File: src/rtl/ofe_pkg.sv
package ofe_pkg;

  localparam int CH_W       = 2;
  localparam int CHANNELS   = 2 ** CH_W;
  localparam int MAX_FRAME  = 64;
  localparam int LEN_W      = 7;
  localparam int POS_W      = 7;
  localparam int RING_SLOTS = 2 ** POS_W;
  localparam int RAM_DEPTH  = CHANNELS * RING_SLOTS;
  localparam int RAM_AW     = CH_W + POS_W;
  localparam int SAMPLE_W   = 16;
  localparam int IDX_W      = 6;
  localparam int JOBQ_DEPTH = CHANNELS;
  localparam int JOBQ_AW    = CH_W;
  localparam int OUT_AW     = 2;
  localparam int OUT_DEPTH  = 2 ** OUT_AW;
  localparam int OUT_CW     = OUT_AW + 1;
  localparam int CFG_IDX_W  = 2;
  localparam int CFG_DATA_W = 7;

  typedef enum logic [CFG_IDX_W-1:0] {
    REG_FRAME_LENGTH = 2'd0,
    REG_HOP_LENGTH   = 2'd1,
    REG_ZERO_PREFILL = 2'd2
  } cfg_reg_e;

  typedef enum logic {
    BK_IDLE,
    BK_RUN
  } back_state_e;

  typedef struct packed {
    logic [LEN_W-1:0] frame;
    logic [LEN_W-1:0] hop;
    logic [LEN_W-1:0] cap;
    logic [IDX_W-1:0] prefill;
  } cfg_t;

  typedef struct packed {
    logic [CH_W-1:0]  ch;
    logic [POS_W-1:0] rp;
    logic [IDX_W-1:0] ov;
    logic             ok;
  } job_t;

  typedef struct packed {
    logic            valid;
    logic [CH_W-1:0] ch;
  } done_t;

  typedef struct packed {
    logic [CH_W-1:0]     ch;
    logic [SAMPLE_W-1:0] sample;
    logic [IDX_W-1:0]    pos;
    logic                ok;
    logic                last;
  } res_t;

  function automatic logic [LEN_W-1:0] clamp_len(input logic [LEN_W-1:0] v);
    return (v == '0) ? LEN_W'(1) :
           (v > LEN_W'(MAX_FRAME)) ? LEN_W'(MAX_FRAME) : v;
  endfunction

endpackage

File: src/rtl/ofe_jobq.sv
module ofe_jobq (
  input  logic          clk_i,
  input  logic          rst_ni,
  input  logic          push_i,
  input  ofe_pkg::job_t data_i,
  output logic          full_o,
  input  logic          pop_i,
  output logic          empty_o,
  output ofe_pkg::job_t data_o
);
  import ofe_pkg::*;

  job_t               entry_q [JOBQ_DEPTH];
  logic [JOBQ_AW-1:0] wr_q, wr_d, rd_q, rd_d;
  logic [JOBQ_AW:0]   cnt_q, cnt_d;
  logic               do_push, do_pop;

  assign full_o  = (cnt_q == (JOBQ_AW+1)'(JOBQ_DEPTH));
  assign empty_o = (cnt_q == '0);
  assign data_o  = entry_q[rd_q];
  assign do_push = push_i & ~full_o;
  assign do_pop  = pop_i & ~empty_o;

  always_comb begin
    wr_d  = do_push ? wr_q + JOBQ_AW'(1) : wr_q;
    rd_d  = do_pop ? rd_q + JOBQ_AW'(1) : rd_q;
    cnt_d = cnt_q + (JOBQ_AW+1)'(do_push) - (JOBQ_AW+1)'(do_pop);
  end

  always_ff @(posedge clk_i or negedge rst_ni) begin
    if (!rst_ni) begin
      wr_q  <= '0;
      rd_q  <= '0;
      cnt_q <= '0;
    end else begin
      wr_q  <= wr_d;
      rd_q  <= rd_d;
      cnt_q <= cnt_d;
    end
  end

  always_ff @(posedge clk_i) begin
    if (do_push) begin
      entry_q[wr_q] <= data_i;
    end
  end

`ifndef SYNTHESIS
  a_jobq_count: assert property (@(posedge clk_i) disable iff (!rst_ni)
    cnt_q <= (JOBQ_AW+1)'(JOBQ_DEPTH))
    else $error("job queue count beyond depth");
`endif

endmodule

File: config.mk
export PLATFORM = sky130hd
export DESIGN_NAME = ofe_jobq
export DESIGN_NICKNAME = d
export VERILOG_FILES = /design/src/rtl/ofe_pkg.sv /design/src/rtl/ofe_jobq.sv
export SDC_FILE = /design/constraint.sdc
export NUM_CORES = 1
export LEC_CHECK = 0
export ABC_CLOCK_PERIOD_IN_PS = 2470
export BUFFER_PORTS_ARGS = -buffer_cell sky130_fd_sc_hd__buf_2
export CAP_MARGIN = 20
export CORE_UTILIZATION = 30
export DETAILED_ROUTE_END_ITERATION = 16
export GPL_TIMING_DRIVEN = 0
export PLACE_DENSITY = 0.55
export RECOVER_POWER = 50
export REMOVE_ABC_BUFFERS = 1
export SLEW_MARGIN = 20
export SYNTH_ARGS = -nofsm -noshare
export SYNTH_HDL_FRONTEND = slang
export SYNTH_SLANG_ARGS = --single-unit
export TNS_END_PERCENT = 30
File: constraint.sdc
create_clock -name clk_i -period 2.47 [get_ports clk_i]
set_input_delay 0.494 -clock clk_i [delete_from_list [all_inputs] [get_ports clk_i]]
set_output_delay 0.494 -clock clk_i [all_outputs]
set_load 0.02 [all_outputs]
# After elaboration in Yosys (flattened, before gate mapping)
# Memory sizes are Yosys's and may differ from the RTL's.
# Cells that the tools add are included.
[word_totals] ram_bits=64 out_inout_bits=18 regBits=7 mem_count=1 in_bits=20 rom_bits=0 latch_bits=0
[classes] bitwise_logic=4 magnitude_cmp=0 div_mod_pow=0 reduce_logical=1 mux=2 n_mul=0 n_eq_ne=1 shift=0 addsub=4
[memory_table] memory="entry_q" depth=4 width=16 read_ports=1 rd_ports_with_merged_regs=0 write_ports=1 line_no="ofe_jobq.sv:13" source="job_t entry_q [JOBQ_DEPTH];"
[op_table] cell="$add 2x1->2 const B" n=2
[op_table] cell="$add 3x1->3" n=1
[op_table] cell="$eq 3x3->1 const B" n=1
[op_table] cell="$logic_not 3->1" n=1
[op_table] cell="$sub 3x1->3" n=1
[op_table] cell="$and 1x1->1" n=2
[op_table] cell="$mux 1" n=2
[op_table] cell="$not 1->1" n=2

# Logic depth before layout (Yosys ltp)
# Gate-level depths: netlist of the first run.
[depth] word_depth=5 depth_mapped=8 depth_no_buf=8

# Worst setup path after synthesis of the first run
# Ideal clock, no wire load.
[synth_path] path_kind="reg2reg" start="register cnt_q[1]" end="register cnt_q[2]" path_stages_with_launch=9 period_less_slack_ns=2.066 t_arrival_ns=1.943 path_slack_ns=0.404 path_cell_list="dfrtp_1 o31ai_1 inv_1 ha_1 inv_1 ha_1 fa_1 xnor2_1 xnor2_1"
[synth_between] word_cells_on_any_way=8
[synth_rtl] item="start: declaration" line_no="ofe_jobq.sv:15" source="logic [JOBQ_AW:0] cnt_q, cnt_d;"
[synth_rtl] item="start signal: assignment" line_no="ofe_jobq.sv:38" source="cnt_q <= cnt_d;"
[synth_rtl] item="$logic_not 3->1" line_no="ofe_jobq.sv:19" source="assign empty_o = (cnt_q == '0);"
[synth_rtl] item="$not 1->1" line_no="ofe_jobq.sv:22" source="assign do_pop = pop_i & ~empty_o;"
[synth_rtl] item="$and 1x1->1" line_no="ofe_jobq.sv:22"
[synth_rtl] item="via do_pop" line_no="ofe_jobq.sv:16" source="logic do_push, do_pop;"
[synth_rtl] item="$sub 3x1->3" line_no="ofe_jobq.sv:27" source="cnt_d = cnt_q + (JOBQ_AW+1)'(do_push) - (JOBQ_AW+1)'(do_pop);"
[synth_rtl] item="via cnt_d[2]" line_no="ofe_jobq.sv:15"
# The timed path passes the listed nets, and every way through them passes these cells.
# A chain may end at the register's enable or synchronous reset.

==> run metrics, run 1 <==
status=finished clean; Yosys top cell by area=edfxtp_1; r2r worst-path depth=8; pwr dens=1184 nW/um2; switching power=1.283 mW; Worst Hold Class=in -> reg; sw frac=0.3294; worst vdd ir=521.9 uV; Synth top cells by count=edfxtp_1, mux4_1, mux4_2; Async SR Flop Fraction=0.09859; count of final hold-check violations=0; Final ANT Viol Nets=0; Reg2Reg Capture Point=cnt_q[2]; CP delay by family, top=flip-flops; most common cell in the netlist=edfxtp_1; EDFF count, synth=64; TritonRoute pass-1 iters=4; Reg power frac=0.478; Top FF cell, synth=edfxtp_1; synth unique cells=20; Critical Path RT=1.98 ns; Peak Freq=431.8 MHz; Worst Setup Path Type=reg -> out; maximum fanout along the worst path=17; Clock Power Share=0.229; Seq/Total Area, Yosys=0.7429; worst path cell trace=mux4_1, buf_2; synthesized cell area=2823 um2; Final Max Tran Viols=0; Post-CTS Setup Inserts=0; Rel. slew slack=0.4047; slew at the pin closest to its max-slew limit=0.8929 ns; YS warnings=0; vias in the first global route=1343; Final period util=0.9376; Final HPWL DP=around 2800 um; # rows=35; crit path buf inv count=1; synth top area cells=edfxtp_1, mux4_1, mux4_2, dfrtp_1, ha_1; fin area=about 3300 um2; leakage=1.149 nW; Setup crit start kind=flip-flop; unrepaired setup endpoints after global routing=no; max-cap violation count=0; nets=slightly below 200; vias per std cell=4.570; worst-case hold slack=0.4131 ns; WL per Instance=15.95 um; flip-flop and latch count after synthesis=71; # DRC=0; starting density of the core=0.3069; CTS tree=done; via count=1307; pin count of the biggest net entering global routing=19; worst path arrival time=1.82 ns; final worst path period need=between 2 and 2.5 ns; worst-case clock buffer depth=2; Critical Path Start=rd_q[1]; ratio of cells with drive above 1 in the final layout=0.2571; global-route wire length before repair=7017 um; Reg clk slew, reported paths=0.07 ns; Routed WL=around 4600 um; clk sinks=71; critical path's slowest cell=dfrtp_1; Ant. Diodes=0; Pwr Total=between 3 and 4 mW; final setup violation count=0; Mapped Cells=125; Worst R2R Start=cnt_q[1]; worst reg2reg setup slack=0.27 ns; Die W=between 90 and 100 um; grt ovf=0; hold path depth=1; Routability Congestion=~0.64; Die Area=9801 um2; Total Routing Usage GR=0.1030; Worst setup endpoint=data_o[5]; antenna violations before repair=0; H-tree Lvls=3; Post-Route Setup TNS=0 ns; Largest stage delay, worst path=0.87 ns; Chip Height=slightly below 100 um; Setup Skew=about 0.0085 ns; CTS buffer count=9; Int Pwr=2.612 mW; Iter 0 DRT Violations=35; dpl cell area=3105 um2; WP depth=2; latest clock arrival within the worst-skew pair=roughly 0.34 ns; Comb power frac=0.293; area delta synth->final=16.58%; core area=9196 um2; PortBufs=37; crit end category=primary output; syn_area_per_cell=around 23 um2; Yosys top cell area share=0.6809; root buf cell=clkbuf_8; Boundary Pins=38
cell type report:
cell class                 instances  area [um2]
clock inverter                     7       70.07
sequential                        71        2101
multi-input combinational         44       661.9
tap                              111       138.9
clock buffer                       9       123.9
inverter                           6       22.52
fill                             883        5906
timing repair buffer              38       172.7
per-layer routing:
metal,track usage,part of all wire,vias to the layer above
li1,-,-,604
met1,0.1201,0.44,657
met2,0.1592,0.49,40
met3,0.05106,0.056,6
met4,0.04822,0.015,0
met5,0,0,-
power groups by stage:
stage               registers (mW)  clock network [mW]  logic (mW)
floorplan                     1.80                   0       0.852
global placement              1.89                   0        1.16
detailed placement            1.90                   0        1.18
CTS                           1.87               0.930        1.18
global route                  1.91               0.980        1.24
finish                        1.86               0.892        1.14
timing repair:
item	4_1_cts	5_1_grt
setup endpoints to repair	16	9
hold buffers	1	0
gates resized for setup	1	1
endpoints found under the hold margin	7	0
layout by cell type (no fill, tap or decap), types with 2 or more instances in the layout:
cell type  count
and3b_1        4
clkinv_2       3
o211ai_1       2
clkbuf_1      18
dfrtp_1        6
xnor2_1        4
edfxtp_1      64
ha_1           6
mux4_1         8
buf_2         19
mux4_2         8
inv_1          6
inv_6          2
clkbuf_8       9
nand4bb_1      2
nand2b_1       4
worst min-delay path by stage:
stage / start / endpoint / slack [ns]
after global placement: rst_ni / wr_q[0] / 0.34
after floorplan: rst_ni / cnt_q[0] / 0.20
after CTS: data_i[0] / entry_q[3][0] / 0.34
after global routing: data_i[0] / entry_q[3][0] / 0.39
after detailed placement: rst_ni / wr_q[0] / 0.34
final: data_i[7] / entry_q[2][7] / 0.41
cell families after synthesis:
kind of cell | after synthesis | share of synthesized area
AO/OA/AOI/OAI | 4 | 0.01108
flip-flops | 71 | 0.7429
buffers and inverters | 10 | 0.02261
adder cells (fa/ha/maj) | 7 | 0.03369
multiplexers | 16 | 0.1383
AND/OR/NAND/NOR | 13 | 0.03900
XOR/XNOR | 4 | 0.01241
flip-flops by register name (all words and copies together) (netlist names):
| register | count |
|---|---|
| rd_q | 2 |
| entry_q | 64 |
| cnt_q | 3 |
| wr_q | 2 |
stage by stage:
step	std cells	setup WS, ns	util
global route	286	0.04949	0.3578
CTS	286	0.001260	0.3600
finish	286	0.1540	0.3578
detailed placement	269	0.03469	0.3377
global placement	269	0.04192	0.3377
floorplan	121	0.4042	-
Note: power is estimated with default switching activity, not from simulation.
==> run 2: changes to the inputs <==
ABC_AREA = 1   (was unset)
==> run 2 against run 1 <==
Effect of this change: register-to-register slack better by 0.20 ns; sequential power is 8% lower; largest power group unchanged; first-iteration DRC count is 110% higher; clock-buffer cell count is 1 higher; combinational power is 44% higher.
==> run metrics, run 2 <==
final worst path period need=2.246 ns (was 2.316 ns); Final ANT Viol Nets=0 (unchanged); Peak Freq=445.2 MHz (was 431.8 MHz); vias in the first global route=1744 (was 1343); flip-flop and latch count after synthesis=71 (unchanged); crit end category=primary output (unchanged); maximum fanout along the worst path=17 (unchanged); Final Max Tran Viols=0 (unchanged); Top Registers=entry_q: 64 flops, cnt_q: 3 flops (unchanged); Boundary Pins=38 (unchanged); synth unique cells=15 (was 20); Async SR Flop Fraction=0.09859 (unchanged); Comb power frac=0.400 (was 0.293); most common cell in the netlist=nand2_1 (was edfxtp_1); latest clock arrival within the worst-skew pair=0.34 ns (about the same); Setup Skew=0.009181 ns (was 0.008479 ns); area delta synth->final=16.31% (was 16.58%); pin count of the biggest net entering global routing=44 (was 19); Post-Route Setup TNS=0 ns (unchanged); Iter 0 DRT Violations=75 (was 35); max-cap violation count=0 (unchanged); grt ovf=0 (unchanged); Ant. Diodes=0 (unchanged); Reg clk slew, reported paths=0.07 ns (about the same); count of final hold-check violations=0 (unchanged); PortBufs=37 (unchanged); Seq/Total Area, Yosys=0.7010 (was 0.7429); hold path depth=3 (was 1); Yosys top cell by area=edfxtp_1 (unchanged); clk sinks=71 (unchanged); Synth top cells by count=nand2_1, edfxtp_1, nor2_1 (was edfxtp_1, mux4_1, mux4_2); Routed WL=5668 um (was 4562 um); EDFF count, synth=64 (unchanged); Final HPWL DP=3523 um (was 2774 um); via count=1816 (was 1307); worst-case clock buffer depth=2 (unchanged); TritonRoute pass-1 iters=4 (unchanged); worst vdd ir=449.7 uV (was 521.9 uV); Die Area=10380 um2 (was 9801 um2); antenna violations before repair=0 (unchanged); worst-case hold slack=0.4060 ns (was 0.4131 ns); # DRC=0 (unchanged); CTS tree=done (unchanged); root buf cell=clkbuf_8 (unchanged); H-tree Lvls=3 (unchanged); synthesized cell area=2992 um2 (was 2823 um2); Int Pwr=2.474 mW (was 2.612 mW); Mapped Cells=261 (was 125); most common cell after layout, fill and taps aside=nand2_1 (was edfxtp_1); nets=333 (was 197); switching power=1.631 mW (was 1.283 mW); starting density of the core=0.3075 (was 0.3069); max FFs per register=64 (unchanged); r2r worst-path depth=9 (was 8); post-place setup slack=0.3265 ns (was 0.03469 ns); CTS buffer count=9 (unchanged); fillers=1006 (was 883); most frequent cells in the layout=nand2_1, edfxtp_1, nor2_1 (was edfxtp_1, buf_2, clkbuf_1); PnR worst setup slack=0.2239 ns (was 0.1540 ns); pwr dens=1180 nW/um2 (was 1184 nW/um2); global-route wire length before repair=8673 um (was 7017 um); Rel. slew slack=0.5238 (was 0.4047); Total Routing Usage GR=0.1196 (was 0.1030); Biggest register=entry_q (unchanged); Top FF cell, synth=edfxtp_1 (unchanged); Worst Setup Path Type=reg -> out (unchanged); worst path arrival time=1.75 ns (was 1.82 ns); vias per std cell=4.090 (was 4.570); YS warnings=0 (unchanged); sw frac=0.3973 (was 0.3294); Clock Power Share=0.182 (was 0.229); Chip Height=101.9 um (was 99 um); Setup crit start kind=flip-flop (unchanged); Worst Hold Class=in -> reg (unchanged); Post-CTS Setup Inserts=0 (unchanged); ratio of cells with drive above 1 in the final layout=0.1511 (was 0.2571); Yosys top cell area share=0.6424 (was 0.6809); leakage=1.421 nW (was 1.149 nW); fin area=3480 um2 (was 3291 um2); Routability Congestion=0.6915 (was 0.6410); Reg power frac=0.417 (was 0.478); core area=9729 um2 (was 9196 um2); WL per Instance=12.77 um (was 15.95 um); status=finished clean (unchanged); final setup violation count=0 (unchanged); # rows=36 (was 35); unrepaired setup endpoints after global routing=no (unchanged); syn_area_per_cell=11.46 um2 (was 22.58 um2); Die W=101.9 um (was 99 um); Critical Path RT=1.98 ns (about the same); dpl cell area=3329 um2 (was 3105 um2); Final period util=0.9093 (was 0.9376); synth top area cells=edfxtp_1, nand2_1, dfrtp_1, o21ai_1, nor2_1 (was edfxtp_1, mux4_1, mux4_2, dfrtp_1, ha_1); slew at the pin closest to its max-slew limit=0.7135 ns (was 0.8929 ns)
## run 2: cell types whose count changed after synthesis, moves of 4 or more
cell	delta
nand2_1	+64
nor2_1	+37
o21ai_1	+32
inv_1	+24
mux4_1	-8
mux4_2	-8
buf_6	+6
and3b_1	-4
nand2b_1	-4
nand3_1	+4
xnor2_1	-4
## run 2: worst paths after layout
check | endpoint | startpoint | slack [ns]
worst max-delay path | data_o[8] | rd_q[1] | 0.22
worst min-delay path | wr_q[1] | push_i | 0.41
worst max register to register | cnt_q[2] | cnt_q[1] | 0.47
worst min register to register | cnt_q[0] | cnt_q[0] | 0.53
max in group asynchronous | rd_q[0] | rst_ni | 1.58
min in group asynchronous | cnt_q[2] | rst_ni | 0.58
## run 2: area by class of cell
cell class / count / area (um2) / area share
Clock buffer: 10 / 127.6 / 0.03668
Clock inverter: 6 / 27.53 / 0.007911
Inverter: 32 / 126.4 / 0.03632
Multi-Input combinational cell: 148 / 683.2 / 0.1963
Sequential cell: 71 / 2098 / 0.6030
Tap cell: 133 / 166.4 / 0.04782
Timing Repair Buffer: 43 / 242.7 / 0.06976
Timing Repair inverter: 1 / 7.507 / 0.002157
## run 2: power by group through the flow
stage	Combinational, mW	Clock [mW]	Sequential [mW]
after floorplan	1.02	0	1.77
after global placement	1.46	0	1.82
after detailed placement	1.67	0	1.73
after CTS	1.67	0.769	1.71
after global routing	1.86	0.835	1.74
final	1.64	0.747	1.71
## run 2: repair_timing
action,4_1_cts,5_1_grt
gates resized for setup,1,1
gates cloned,0,1
setup endpoints to repair,14,11
pin swaps,0,0
hold buffers,1,0
hold endpoints to repair,7,0
## run 2: cells by family after synthesis
group | after synthesis | synth area share
flip-flops | 71 | 0.7010
buffers and inverters | 42 | 0.07236
AND/OR/NAND/NOR | 109 | 0.1414
adder cells (fa/ha/maj) | 7 | 0.03179
AO/OA/AOI/OAI | 32 | 0.05353
## run 2: worst max-delay path, stage by stage (launching register included)
cell and delay, ns:
dfrtp_1 0.48, clkinvlp_4 0.41, nor2_1 0.20, o21ai_1 0.08, nand2_1 0.08, buf_2 0.17
## run 2: per-layer routing
metal	global-route usage	share of wire	wire length, um	vias to the layer above
met1	0.1293	0.43	2459	833
li1	-	-	-	942
met3	0.05267	0.051	287	7
met5	0	0	0	-
met4	0.04615	0.011	63	0
met2	0.2069	0.50	2856	34
## run 2: metrics by stage
stage,instances,total power [mW],util
floorplan,251,2.788,-
global placement,421,3.279,0.3340
detailed placement,426,3.398,0.3422
CTS,443,4.150,0.3596
global route,444,4.437,0.3576
finish,444,4.104,0.3576
