### config.mk
export PLATFORM = sky130hd
export DESIGN_NAME = ofe_front
export DESIGN_NICKNAME = d
export VERILOG_FILES = /design/src/rtl/ofe_pkg.sv /design/src/rtl/ofe_front.sv
export SDC_FILE = /design/constraint.sdc
export NUM_CORES = 1
export LEC_CHECK = 0
export BUFFER_PORTS_ARGS = -buffer_cell sky130_fd_sc_hd__buf_4
export CORE_UTILIZATION = 30
export CTS_CLUSTER_DIAMETER = 200
export CTS_CLUSTER_SIZE = 25
export DETAILED_ROUTE_END_ITERATION = 16
export GPL_ROUTABILITY_DRIVEN = 1
export SYNTH_ARGS = -nofsm -noshare
export SYNTH_HDL_FRONTEND = slang
export SYNTH_SLANG_ARGS = --single-unit
### constraint.sdc
create_clock -name clk_i -period 6.2 [get_ports clk_i]
set_input_delay 0 -clock clk_i [delete_from_list [all_inputs] [get_ports clk_i]]
set_output_delay 0 -clock clk_i [all_outputs]
set_load 0.03 [all_outputs]
### src/rtl/ofe_pkg.sv
package ofe_pkg;

  localparam int CH_W       = 2;
  localparam int CHANNELS   = 2 ** CH_W;
  localparam int MAX_FRAME  = 64;
  localparam int LEN_W      = 7;
  localparam int POS_W      = 7;
  localparam int RING_SLOTS = 2 ** POS_W;
  localparam int RAM_DEPTH  = CHANNELS * RING_SLOTS;
  localparam int RAM_AW     = CH_W + POS_W;
  localparam int SAMPLE_W   = 16;
  localparam int IDX_W      = 6;
  localparam int JOBQ_DEPTH = CHANNELS;
  localparam int JOBQ_AW    = CH_W;
  localparam int OUT_AW     = 2;
  localparam int OUT_DEPTH  = 2 ** OUT_AW;
  localparam int OUT_CW     = OUT_AW + 1;
  localparam int CFG_IDX_W  = 2;
  localparam int CFG_DATA_W = 7;

  typedef enum logic [CFG_IDX_W-1:0] {
    REG_FRAME_LENGTH = 2'd0,
    REG_HOP_LENGTH   = 2'd1,
    REG_ZERO_PREFILL = 2'd2
  } cfg_reg_e;

  typedef enum logic {
    BK_IDLE,
    BK_RUN
  } back_state_e;

  typedef struct packed {
    logic [LEN_W-1:0] frame;
    logic [LEN_W-1:0] hop;
    logic [LEN_W-1:0] cap;
    logic [IDX_W-1:0] prefill;
  } cfg_t;

  typedef struct packed {
    logic [CH_W-1:0]  ch;
    logic [POS_W-1:0] rp;
    logic [IDX_W-1:0] ov;
    logic             ok;
  } job_t;

  typedef struct packed {
    logic            valid;
    logic [CH_W-1:0] ch;
  } done_t;

  typedef struct packed {
    logic [CH_W-1:0]     ch;
    logic [SAMPLE_W-1:0] sample;
    logic [IDX_W-1:0]    pos;
    logic                ok;
    logic                last;
  } res_t;

  function automatic logic [LEN_W-1:0] clamp_len(input logic [LEN_W-1:0] v);
    return (v == '0) ? LEN_W'(1) :
           (v > LEN_W'(MAX_FRAME)) ? LEN_W'(MAX_FRAME) : v;
  endfunction

endpackage

### src/rtl/ofe_front.sv
module ofe_front (
  input  logic                                 clk_i,
  input  logic                                 rst_ni,
  input  logic                                 push_i,
  output logic                                 full_o,
  input  logic [ofe_pkg::CH_W-1:0]             ch_i,
  input  logic signed [ofe_pkg::SAMPLE_W-1:0]  sample_i,
  input  ofe_pkg::cfg_t                        cfg_i,
  input  logic                                 setup_i,
  input  logic                                 jobq_full_i,
  output logic                                 job_push_o,
  output ofe_pkg::job_t                        job_o,
  input  ofe_pkg::done_t                       done_i,
  output logic                                 ram_we_o,
  output logic [ofe_pkg::RAM_AW-1:0]           ram_waddr_o,
  output logic [ofe_pkg::SAMPLE_W-1:0]         ram_wdata_o
);
  import ofe_pkg::*;

  logic                in_valid_q, in_valid_d;
  logic [CH_W-1:0]     in_ch_q;
  logic [SAMPLE_W-1:0] in_sample_q;

  logic [POS_W-1:0]    rp_q   [CHANNELS];
  logic [POS_W-1:0]    rp_d   [CHANNELS];
  logic [LEN_W-1:0]    fill_q [CHANNELS];
  logic [LEN_W-1:0]    fill_d [CHANNELS];
  logic [IDX_W-1:0]    hop_q  [CHANNELS];
  logic [IDX_W-1:0]    hop_d  [CHANNELS];
  logic [IDX_W-1:0]    ov_q   [CHANNELS];
  logic [IDX_W-1:0]    ov_d   [CHANNELS];
  logic [CHANNELS-1:0] pending_q, pending_d;

  logic             fire, accept, hop_done, frame_ok;
  logic [POS_W-1:0] rp0, rp1, rp3, wpos;
  logic [LEN_W-1:0] fill0, fill1, fill2;
  logic [POS_W:0]   wsum, rsum;
  logic [LEN_W-1:0] hop2;
  logic [IDX_W-1:0] ov_next;

  assign fire   = in_valid_q & ~setup_i & ~pending_q[in_ch_q] & ~jobq_full_i;
  assign full_o = setup_i | (in_valid_q & ~fire);
  assign accept = push_i & ~full_o;

  // ring bookkeeping for the held sample
  always_comb begin
    rp0   = rp_q[in_ch_q];
    fill0 = fill_q[in_ch_q];
    if (fill0 >= cfg_i.cap) begin
      rp1   = (rp0 + POS_W'(1) == cfg_i.cap) ? '0 : rp0 + POS_W'(1);
      fill1 = cfg_i.cap - LEN_W'(1);
    end else begin
      rp1   = rp0;
      fill1 = fill0;
    end
    wsum     = {1'b0, rp1} + {1'b0, fill1};
    wpos     = (wsum >= {1'b0, cfg_i.cap}) ? POS_W'(wsum - {1'b0, cfg_i.cap}) :
               POS_W'(wsum);
    fill2    = fill1 + LEN_W'(1);
    hop2     = {1'b0, hop_q[in_ch_q]} + LEN_W'(1);
    hop_done = (hop2 >= cfg_i.hop);
    frame_ok = (fill2 >= cfg_i.frame);
    rsum     = {1'b0, rp1} + {1'b0, cfg_i.hop};
    rp3      = (rsum >= {1'b0, cfg_i.cap}) ? POS_W'(rsum - {1'b0, cfg_i.cap}) :
               POS_W'(rsum);
    ov_next  = ov_q[in_ch_q];
    if ((ov_q[in_ch_q] < cfg_i.prefill) && ({1'b0, ov_q[in_ch_q]} == wpos)) begin
      ov_next = ov_q[in_ch_q] + IDX_W'(1);
    end
  end

  always_comb begin
    rp_d      = rp_q;
    fill_d    = fill_q;
    hop_d     = hop_q;
    ov_d      = ov_q;
    pending_d = pending_q;
    if (done_i.valid) begin
      pending_d[done_i.ch] = 1'b0;
    end
    if (setup_i) begin
      for (int c = 0; c < CHANNELS; c++) begin
        rp_d[c]   = '0;
        fill_d[c] = LEN_W'(cfg_i.prefill);
        hop_d[c]  = '0;
        ov_d[c]   = '0;
      end
    end else if (fire) begin
      ov_d[in_ch_q] = ov_next;
      if (hop_done) begin
        hop_d[in_ch_q]     = '0;
        pending_d[in_ch_q] = 1'b1;
        rp_d[in_ch_q]      = frame_ok ? rp3 : rp1;
        fill_d[in_ch_q]    = frame_ok ? fill2 - cfg_i.hop : fill2;
      end else begin
        hop_d[in_ch_q]  = IDX_W'(hop2);
        rp_d[in_ch_q]   = rp1;
        fill_d[in_ch_q] = fill2;
      end
    end
  end

  always_comb begin
    in_valid_d = in_valid_q;
    if (fire) begin
      in_valid_d = 1'b0;
    end
    if (accept) begin
      in_valid_d = 1'b1;
    end
  end

  assign job_push_o  = fire & hop_done;
  assign job_o.ch    = in_ch_q;
  assign job_o.rp    = rp1;
  assign job_o.ov    = ov_next;
  assign job_o.ok    = frame_ok;
  assign ram_we_o    = fire;
  assign ram_waddr_o = {in_ch_q, wpos};
  assign ram_wdata_o = in_sample_q;

  always_ff @(posedge clk_i or negedge rst_ni) begin
    if (!rst_ni) begin
      in_valid_q <= 1'b0;
      pending_q  <= '0;
      for (int c = 0; c < CHANNELS; c++) begin
        rp_q[c]   <= '0;
        fill_q[c] <= '0;
        hop_q[c]  <= '0;
        ov_q[c]   <= '0;
      end
    end else begin
      in_valid_q <= in_valid_d;
      pending_q  <= pending_d;
      rp_q       <= rp_d;
      fill_q     <= fill_d;
      hop_q      <= hop_d;
      ov_q       <= ov_d;
    end
  end

  always_ff @(posedge clk_i) begin
    if (accept) begin
      in_ch_q     <= ch_i;
      in_sample_q <= sample_i;
    end
  end

`ifndef SYNTHESIS
  a_done_pending: assert property (@(posedge clk_i) disable iff (!rst_ni)
    done_i.valid |-> pending_q[done_i.ch])
    else $error("frame completion for a channel with no request outstanding");

  a_write_in_ring: assert property (@(posedge clk_i) disable iff (!rst_ni)
    ram_we_o |-> (ram_waddr_o[POS_W-1:0] < cfg_i.cap))
    else $error("ring write beyond capacity");
`endif

endmodule

After elaboration in Yosys (flattened, before gate mapping)
Index checks and enable logic that the tools add are counted.
- output and inout port bits: 44
- register bits: 127
- logic and storage cells: 121
- input bits: 53
- add/sub/neg operators: 10
- bitwise gates (word level): 18
- mux-type cells: 53
- order comparisons: 12
- reduce and logical (&&, ||, !) cells: 6
- eq/ne operators: 2
- operators with widths (kind ; number):
    $mux W28 ; 6
    $mux W24 ; 5
    $bwmux W28 ; 4
    $mux W7 ; 12
    $bwmux W24 ; 2
    $mux W6 ; 6
    $bmux W7 S2 ; 2
    $and A24 B24 Y24 ; 1
    $bmux W6 S2 ; 2
    $not A24 Y24 ; 1
    $ge A7 B7 Y1 ; 3
    $sub A7 B7 Y7 ; 3
    $add A7 B7 Y8 ; 2
    $ge A8 B7 Y1 ; 2
    $mux W4 ; 4
    $add A7 B1 Y7 const B ; 2
    $demux W7 S2 ; 1
    $demux W6 S2 ; 1
    $add A6 B1 Y7 const B ; 1
    $eq A6 B7 Y1 ; 1
    $eq A7 B7 Y1 ; 1
    $sub A7 B1 Y7 const B ; 1
    $add A6 B1 Y6 const B ; 1
    $and A1 B1 Y1 ; 6
    other kinds (16) ; 31

Longest topological paths before layout
Gate-level depths: netlist of the first run.
- depth in word-level cells: 17
- gate-level depth with buffers: 32
- gate-level depth less buffers: 28

Worst setup path after synthesis of the first run
OpenSTA, ideal clock, no wires.
- kind: register to register
- start: register in_ch_q[0]
- end: register ov_q[0] in the netlist's numbering
- setup slack: -1.032 ns
- stages on the path, launching flop included: 27
- arrival time: 7.100 ns
- path buffers: 4
- period minus slack after synthesis: 7.232 ns
- path through: edfxtp_1 > buf_6 > buf_6 > buf_2 > mux4_2 > inv_1 > ha_1 > nand2b_1 > a21o_1 > a21oi_1 > o211ai_1 > nand2_1 > clkbuf_1 > a21oi_1 > o22ai_1 > ha_1 > nor2b_1 > or3b_2 > o211ai_1 > ha_1 > or3_1 > a2111o_1 > o221ai_1 > nand4_2 > or3_4 > xor2_1 > o21ai_1
- RTL lines (what ; RTL line ; text):
    start: declaration ; ofe_front.sv:21 ; logic [CH_W-1:0] in_ch_q;
    start signal: assignment ; ofe_front.sv:144 ; in_ch_q <= ch_i;
    end signal: assignment ; ofe_front.sv:138 ; ov_q <= ov_d;
    end: declaration ; ofe_front.sv:30 ; logic [IDX_W-1:0] ov_q [CHANNELS];

==> metrics, run 1 <==
largest net degree at the start of global routing=90; fin crit period=6.50 ns; sw frac=36.5%; Worst Tran Pin Value=1.05 ns; grt ovf=0; GP Congestion=0.901; RSZ-0062 raised after global routing=yes; Die Ht=175 um; synthesized flop and latch total=127; clk buf depth=2; Core Util, Final=43.0%; Num CTS Buffers=17; post-placement setup slack=-0.0380 ns; Power per Cell Area=279 nW/um2; final net count=1238; Initial Util=30.9%; Flop pwr share=26.2%; share of post-route cells with drive strength above 1=34.3%; Post-Synthesis Cell Area=8950 um2; maximum vdd drop=0.190 mV; Worst setup EP type=primary output; share of the synthesized area in the top cell type=30.5%; clock slew at reported path FFs=0.06 ns; CTS tree=built; ys flop type=dfrtp_1; WL per Instance=18.4 um; DRC Markers=0; io pins=97; Syn Area/Cell=9.84 um2; overall routed net length=27.8 mm; Pint=2.21 mW; # clock sinks=127; Mapped Nets=1033; DR pass1 iterations=5; Vias per Instance=5.24; CP Class=reg -> out; Synth async-reset ratio=85.8%; Period Utilization, post-route=105%; most frequent cells in the layout=buf_4, dfrtp_1, o21ai_0; H-tree Lvls=4; Worst Path Required=6.20 ns; CTS root buf=clkbuf_16; CP startpoint kind=register; vias in the first global route=8071; Hold WC Path Type=in -> reg; area delta synth->final=39.3%; area leader, netlist=dfrtp_1; Yosys cell types=68; Fin Hold WS=0.0365 ns; failing checks=setup timing; die width=175 um; die area=30500 um2; Port Buffers=96; Ys Warns=0; fmax=154 MHz; count of final setup violators=11; register area share after synthesis=36.5%; Cell Rows=62; Slew HR=30.2%; NetSw=1.27 mW; first-pass GRT wire length=44.1 mm; Total Routing Usage GR=18.4%; total number of vias=7928; Post-synth EDFFs=18; critical path data arrival time=6.50 ns; DRT antenna net count=0; Fin Setup TNS=-1.85 ns; cell area after layout=12500 um2; dpl hpwl=19.5 mm; # diodes=0; Area contributors post-synth=dfrtp_1, ha_1, mux4_2, edfxtp_1, nand3b_1; DR iter-0 viols=665; Logic pwr share=45.7%; antenna violations before repair=0; Hold Violations, Final=0; most common cell after layout, fill and taps aside=buf_4; Clock power frac=28.1%; max-cap viol count=0; critical-path maximum fanout=5; Post-DP Area=10600 um2; fin worst setup slack=-0.298 ns; later-pin clock latency in the skew report=0.42 ns; status=finished, violations left; Slew Limit Fails=0; Core Area=29000 um2; Mapped Cells=910; leakage power=5.46 nW; Clock Skew=0.00677 ns
-- final timing paths --
| check | start | end | slack, ns | cells after the start |
|---|---|---|---|---|
| worst max register to register | in_ch_q[0] | ov_q[19] | -0.16 | 27 |
| worst min register to register | hop_q[6] | hop_q[6] | 0.48 | 1 |
| min in group asynchronous | rst_ni | pending_q[3] | 0.09 | 2 |
| worst min-delay path | cfg_i[1] | fill_q[1] | 0.04 | 3 |
| max in group asynchronous | rst_ni | ov_q[21] | 4.71 | 3 |
| worst max-delay path | in_ch_q[0] | job_o[2] | -0.30 | 26 |
-- per-layer routing --
layer  up-vias  GRT usage (%)  wire [um]
met5         -              0          0
met2       228           30.3      13100
li1       3740              -          -
met4         0           5.29        648
met1      3913           25.1      12900
met3        47           2.55       1130
-- critical path, stage by stage, from the launching register on --
cell and delay [ns]:
edfxtp_1 0.42, buf_12 0.17, buf_12 0.12, mux4_2 0.46, ha_4 0.20, xor2_2 0.14, xnor2_1 0.14, nand3_1 0.11
nor3_2 0.22, and3_1 0.22, or3_4 0.14, nand2_4 0.06, ha_4 0.16, fa_2 0.38, buf_6 0.14, a211oi_4 0.28
or3b_4 0.19, o211ai_1 0.10, ha_1 0.35, or3_4 0.39, a2111o_1 0.41, o221ai_4 0.22, nand4_4 0.18, or3_4 0.46
mux2i_4 0.21, inv_2 0.08, buf_6 0.12
-- cell usage after synthesis, drive strengths merged (8+ instances only) --
cell type	number
mux2i	8
nor2b	11
xnor2	36
nand2b	10
nor2	46
mux4	26
clkbuf	29
and2	13
xor2	17
buf	17
nand2	60
edfxtp	18
and3	8
nor3	13
inv	62
nand3b	70
nand3	22
o21ai	102
a21o	18
a221o	24
a21oi	42
a211oi	9
dfrtp	109
ha	65
-- state kept, by name (all words and copies together), names as in the netlist --
signal and count:
in_ch_q 2, hop_q 24, rp_q 28, ram_wdata_o 16
fill_q 28, ov_q 24, in_valid_q 1, pending_q 4
-- layout make-up --
type,count,area (um2)
repair buffers,232,1930
clock buffers,21,460
flip-flops and latches,127,3270
fillers,2746,16500
well taps,384,480
inverters,62,233
multi-input cells,675,5990
clock inverters,11,115
-- cell families after synthesis --
logic type	share of synthesized area, %
simple gates	17.3
compound gates	17.4
flops	36.5
buf+inv	4.93
fa+ha+maj	10.2
mux	8.45
xor+xnor	5.18
-- what timing repair did --
| action | 4_1_cts | 5_1_grt |
|---|---|---|
| hold buffers | 24 | 0 |
| setup buffers | 37 | 19 |
| setup endpoints to repair | 21 | 59 |
| pin swaps | 39 | 44 |
| endpoints found under the hold margin | 49 | 0 |
| gates resized for setup | 65 | 45 |
-- power groups by stage --
stage	Clock (mW)	Combinational (mW)	Sequential, mW
finish	0.976	1.59	0.911
global route	1.03	1.72	0.915
CTS	0.997	1.49	0.910
detailed placement	0	1.30	0.924
global placement	0	1.29	0.923
floorplan	0	0.874	0.941
-- through the flow --
step / cells / total power, mW
after global routing: 1512 / 3.67
after global placement: 1400 / 2.21
after floorplan: 910 / 1.81
after CTS: 1493 / 3.40
after detailed placement: 1400 / 2.23
final: 1512 / 3.48
Power figures use the tool's default switching activity.
==> inputs of run 2 (changes only) <==
Settings changed: CELL_PAD_IN_SITES_DETAIL_PLACEMENT set to 1, CELL_PAD_IN_SITES_GLOBAL_PLACEMENT set to 1, PLACE_DENSITY_LB_ADDON set to 0.1.
Clock period 6.2 ns to 7.6 ns, I/O delays scaled along.
==> run 2 against run 1 <==
Effect of this change:
- the flow now finishes without violations
- hold slack improved by 0.031 ns
- non-clock buffer count decreased by 84
- clock skew increased by 0.0033 ns
- sequential cell count unchanged
- worst setup slack improved by 0.70 ns
- core utilization decreased by 4.9 points
- clock-buffer cell count increased by 5
- sequential power decreased by 18%
- final cell count decreased by 5.6%
- sequential share of layout area increased by 3.4 points
- critical path depth unchanged
- clock power decreased by 21%
- largest power group unchanged
- highest routed layer unchanged
==> metrics, run 2 (synthesis gave the netlist of run 1 again) <==
share of post-route cells with drive strength above 1=21.0% (-13 points); Die Ht=175 um (unchanged); final net count=1154 (-6.8%); max-cap viol count=0 (unchanged); Core Util, Final=38.1% (-4.9 points); Clock Skew=0.0100 ns (+0.00325 ns); fmax=139 MHz; Power per Cell Area=230 nW/um2 (-17%); most frequent cells in the layout=buf_4, dfrtp_1, o21ai_0; crit-path max cell delay=0.47 ns (about the same); DRC Markers=0 (unchanged); Post-DP Area=10100 um2 (-5.2%); routing usage on met3=2.79% (+0.24 points); Slew Limit Fails=0 (unchanged); dpl hpwl=21.6 mm (+11%); area delta synth->final=23.4%; first-pass GRT wire length=46.6 mm (+5.6%); Hold WC Path Type=in -> reg; met2 Usage GRT=32.2% (+2.0 points); global routing usage on met1=27.8% (+2.7 points); fin crit period=7.19 ns; grt ovf=0 (unchanged); post-placement setup slack=0.279 ns (+0.317 ns); die width=175 um (unchanged); DR pass1 iterations=5 (unchanged); r2r startpoint=in_ch_q[0]; antenna violations before repair=0 (unchanged); critical path data arrival time=7.19 ns (+0.69 ns); # clock sinks=127 (unchanged); Top Family by Delay on Critical Path=simple AND/OR/NAND/NOR gates; Worst Tran Pin Value=1.16 ns (+0.116 ns); Worst setup EP type=primary output; total number of vias=7519 (-5.2%); CP bufs+invs=6 (+1); CTS tree=built; # diodes=0 (unchanged); Fin Setup TNS=0 ns (+1.85 ns); hold depth=3 (unchanged); CTS root buf=clkbuf_16; GR peak layer=met2; Period Utilization, post-route=94.6%; Hold Violations, Final=0 (unchanged); Reg2Reg Setup Slack=0.80 ns (+0.96 ns); hold_sp=cfg_i[1]; io pins=97 (unchanged); CP startpoint kind=register; H-tree Lvls=4 (unchanged); clock slew at reported path FFs=0.06 ns (about the same); Total Routing Usage GR=20.0% (+1.6 points); status=complete, no violations; overall routed net length=29.5 mm (+6.1%); Num CTS Buffers=17 (unchanged); Slew HR=21.9% (-8.3 points); Initial Util=30.9% (unchanged); Reg2Reg Depth=25 (-7.4%); Cell Rows=62 (unchanged); leakage power=4.91 nW (-10%); Vias per Instance=5.27 (+0.42%); critical-path maximum fanout=15 (+10); Worst Path Required=7.60 ns (+1.40 ns); biggest regs=fill_q (28), rp_q (28); clk buf depth=2 (unchanged); count of final setup violators=0 (-11); later-pin clock latency in the skew report=0.42 ns (about the same); DR iter-0 viols=293 (-56%); CP Class=reg -> out; fin worst setup slack=0.407 ns (+0.705 ns); DRT antenna net count=0 (unchanged); Hold Path End=fill_q[22]; die area=30500 um2 (unchanged); maximum vdd drop=0.124 mV (-35%); cell area after layout=11100 um2 (-11%); Port Buffers=96 (unchanged); Core Area=29000 um2 (unchanged); GP Congestion=0.835 (-7.3%); largest net degree at the start of global routing=90 (unchanged); slowest stage cell, crit path=mux4_2; reg2reg end=ov_q[7]; WL per Instance=20.7 um (+12%); most common cell after layout, fill and taps aside=buf_4; vias in the first global route=7945 (-1.6%)
==> run 2: worst reg2reg max path, delay by kind of cell, from the launching register on <==
kind | cells | cell delay [ns]
buffers and inverters | 4 | 0.62
DFF | 1 | 0.45
and+or+nand+nor | 10 | 2.44
muxes | 2 | 0.73
adders and majority gates | 2 | 0.75
AOI/OAI and AO/OA | 5 | 1.11
xor gates and xnor gates | 2 | 0.53
==> run 2: routing by layer <==
metal	vias up	part of all wire, %
met2	151	46
met1	3774	49
met5	-	0
li1	3569	-
met4	0	1.4
met3	25	3.4
==> run 2: where the power goes <==
| group | switching [mW] | internal [mW] | leakage, nW |
|---|---|---|---|
| Combinational | 0.627 | 0.399 | 3.00 |
| Sequential | 0.0183 | 0.726 | 1.64 |
| Clock | 0.290 | 0.482 | 0.274 |
| Total | 0.935 | 1.61 | 4.91 |
==> run 2: area by class of cell <==
class | instances | area [um2]
Clock buffer | 26 | 499
Clock inverter | 6 | 57.6
Fill cell | 3304 | 18000
Inverter | 62 | 233
Multi-Input combinational cell | 675 | 5340
Sequential cell | 127 | 3270
Tap cell | 384 | 480
Timing Repair Buffer | 148 | 1180
==> run 2: how the worst max path moves through the flow <==
stage,start,end,slack [ns],cells past startpoint
after floorplan,in_ch_q[0],ov_q[0],0.37,26
after global placement,in_ch_q[0],ov_q[6],0.32,21
after detailed placement,in_ch_q[0],ov_q[12],0.28,21
after CTS,in_ch_q[1],job_o[6],0.12,24
after global routing,in_ch_q[0],job_o[6],-0.05,29
final,in_ch_q[0],job_o[2],0.41,26
==> run 2: what timing repair did <==
item,in CTS,in global routing
hold endpoints to repair,76,0
setup endpoints to repair,2,7
pin swaps,0,1
gates cloned,0,0
gates resized for setup,2,16
setup buffers,3,5
hold buffers,25,0
==> run 2: stage by stage <==
| step | cells | power, mW | hold slack [ns] |
|---|---|---|---|
| CTS | 1423 | 2.55 | 0.0714 |
| global route | 1428 | 2.69 | 0.0824 |
| detailed placement | 1363 | 1.75 | 0.101 |
| finish | 1428 | 2.54 | 0.0674 |
| floorplan | 910 | 1.42 | -0.296 |
| global placement | 1363 | 1.75 | 0.111 |
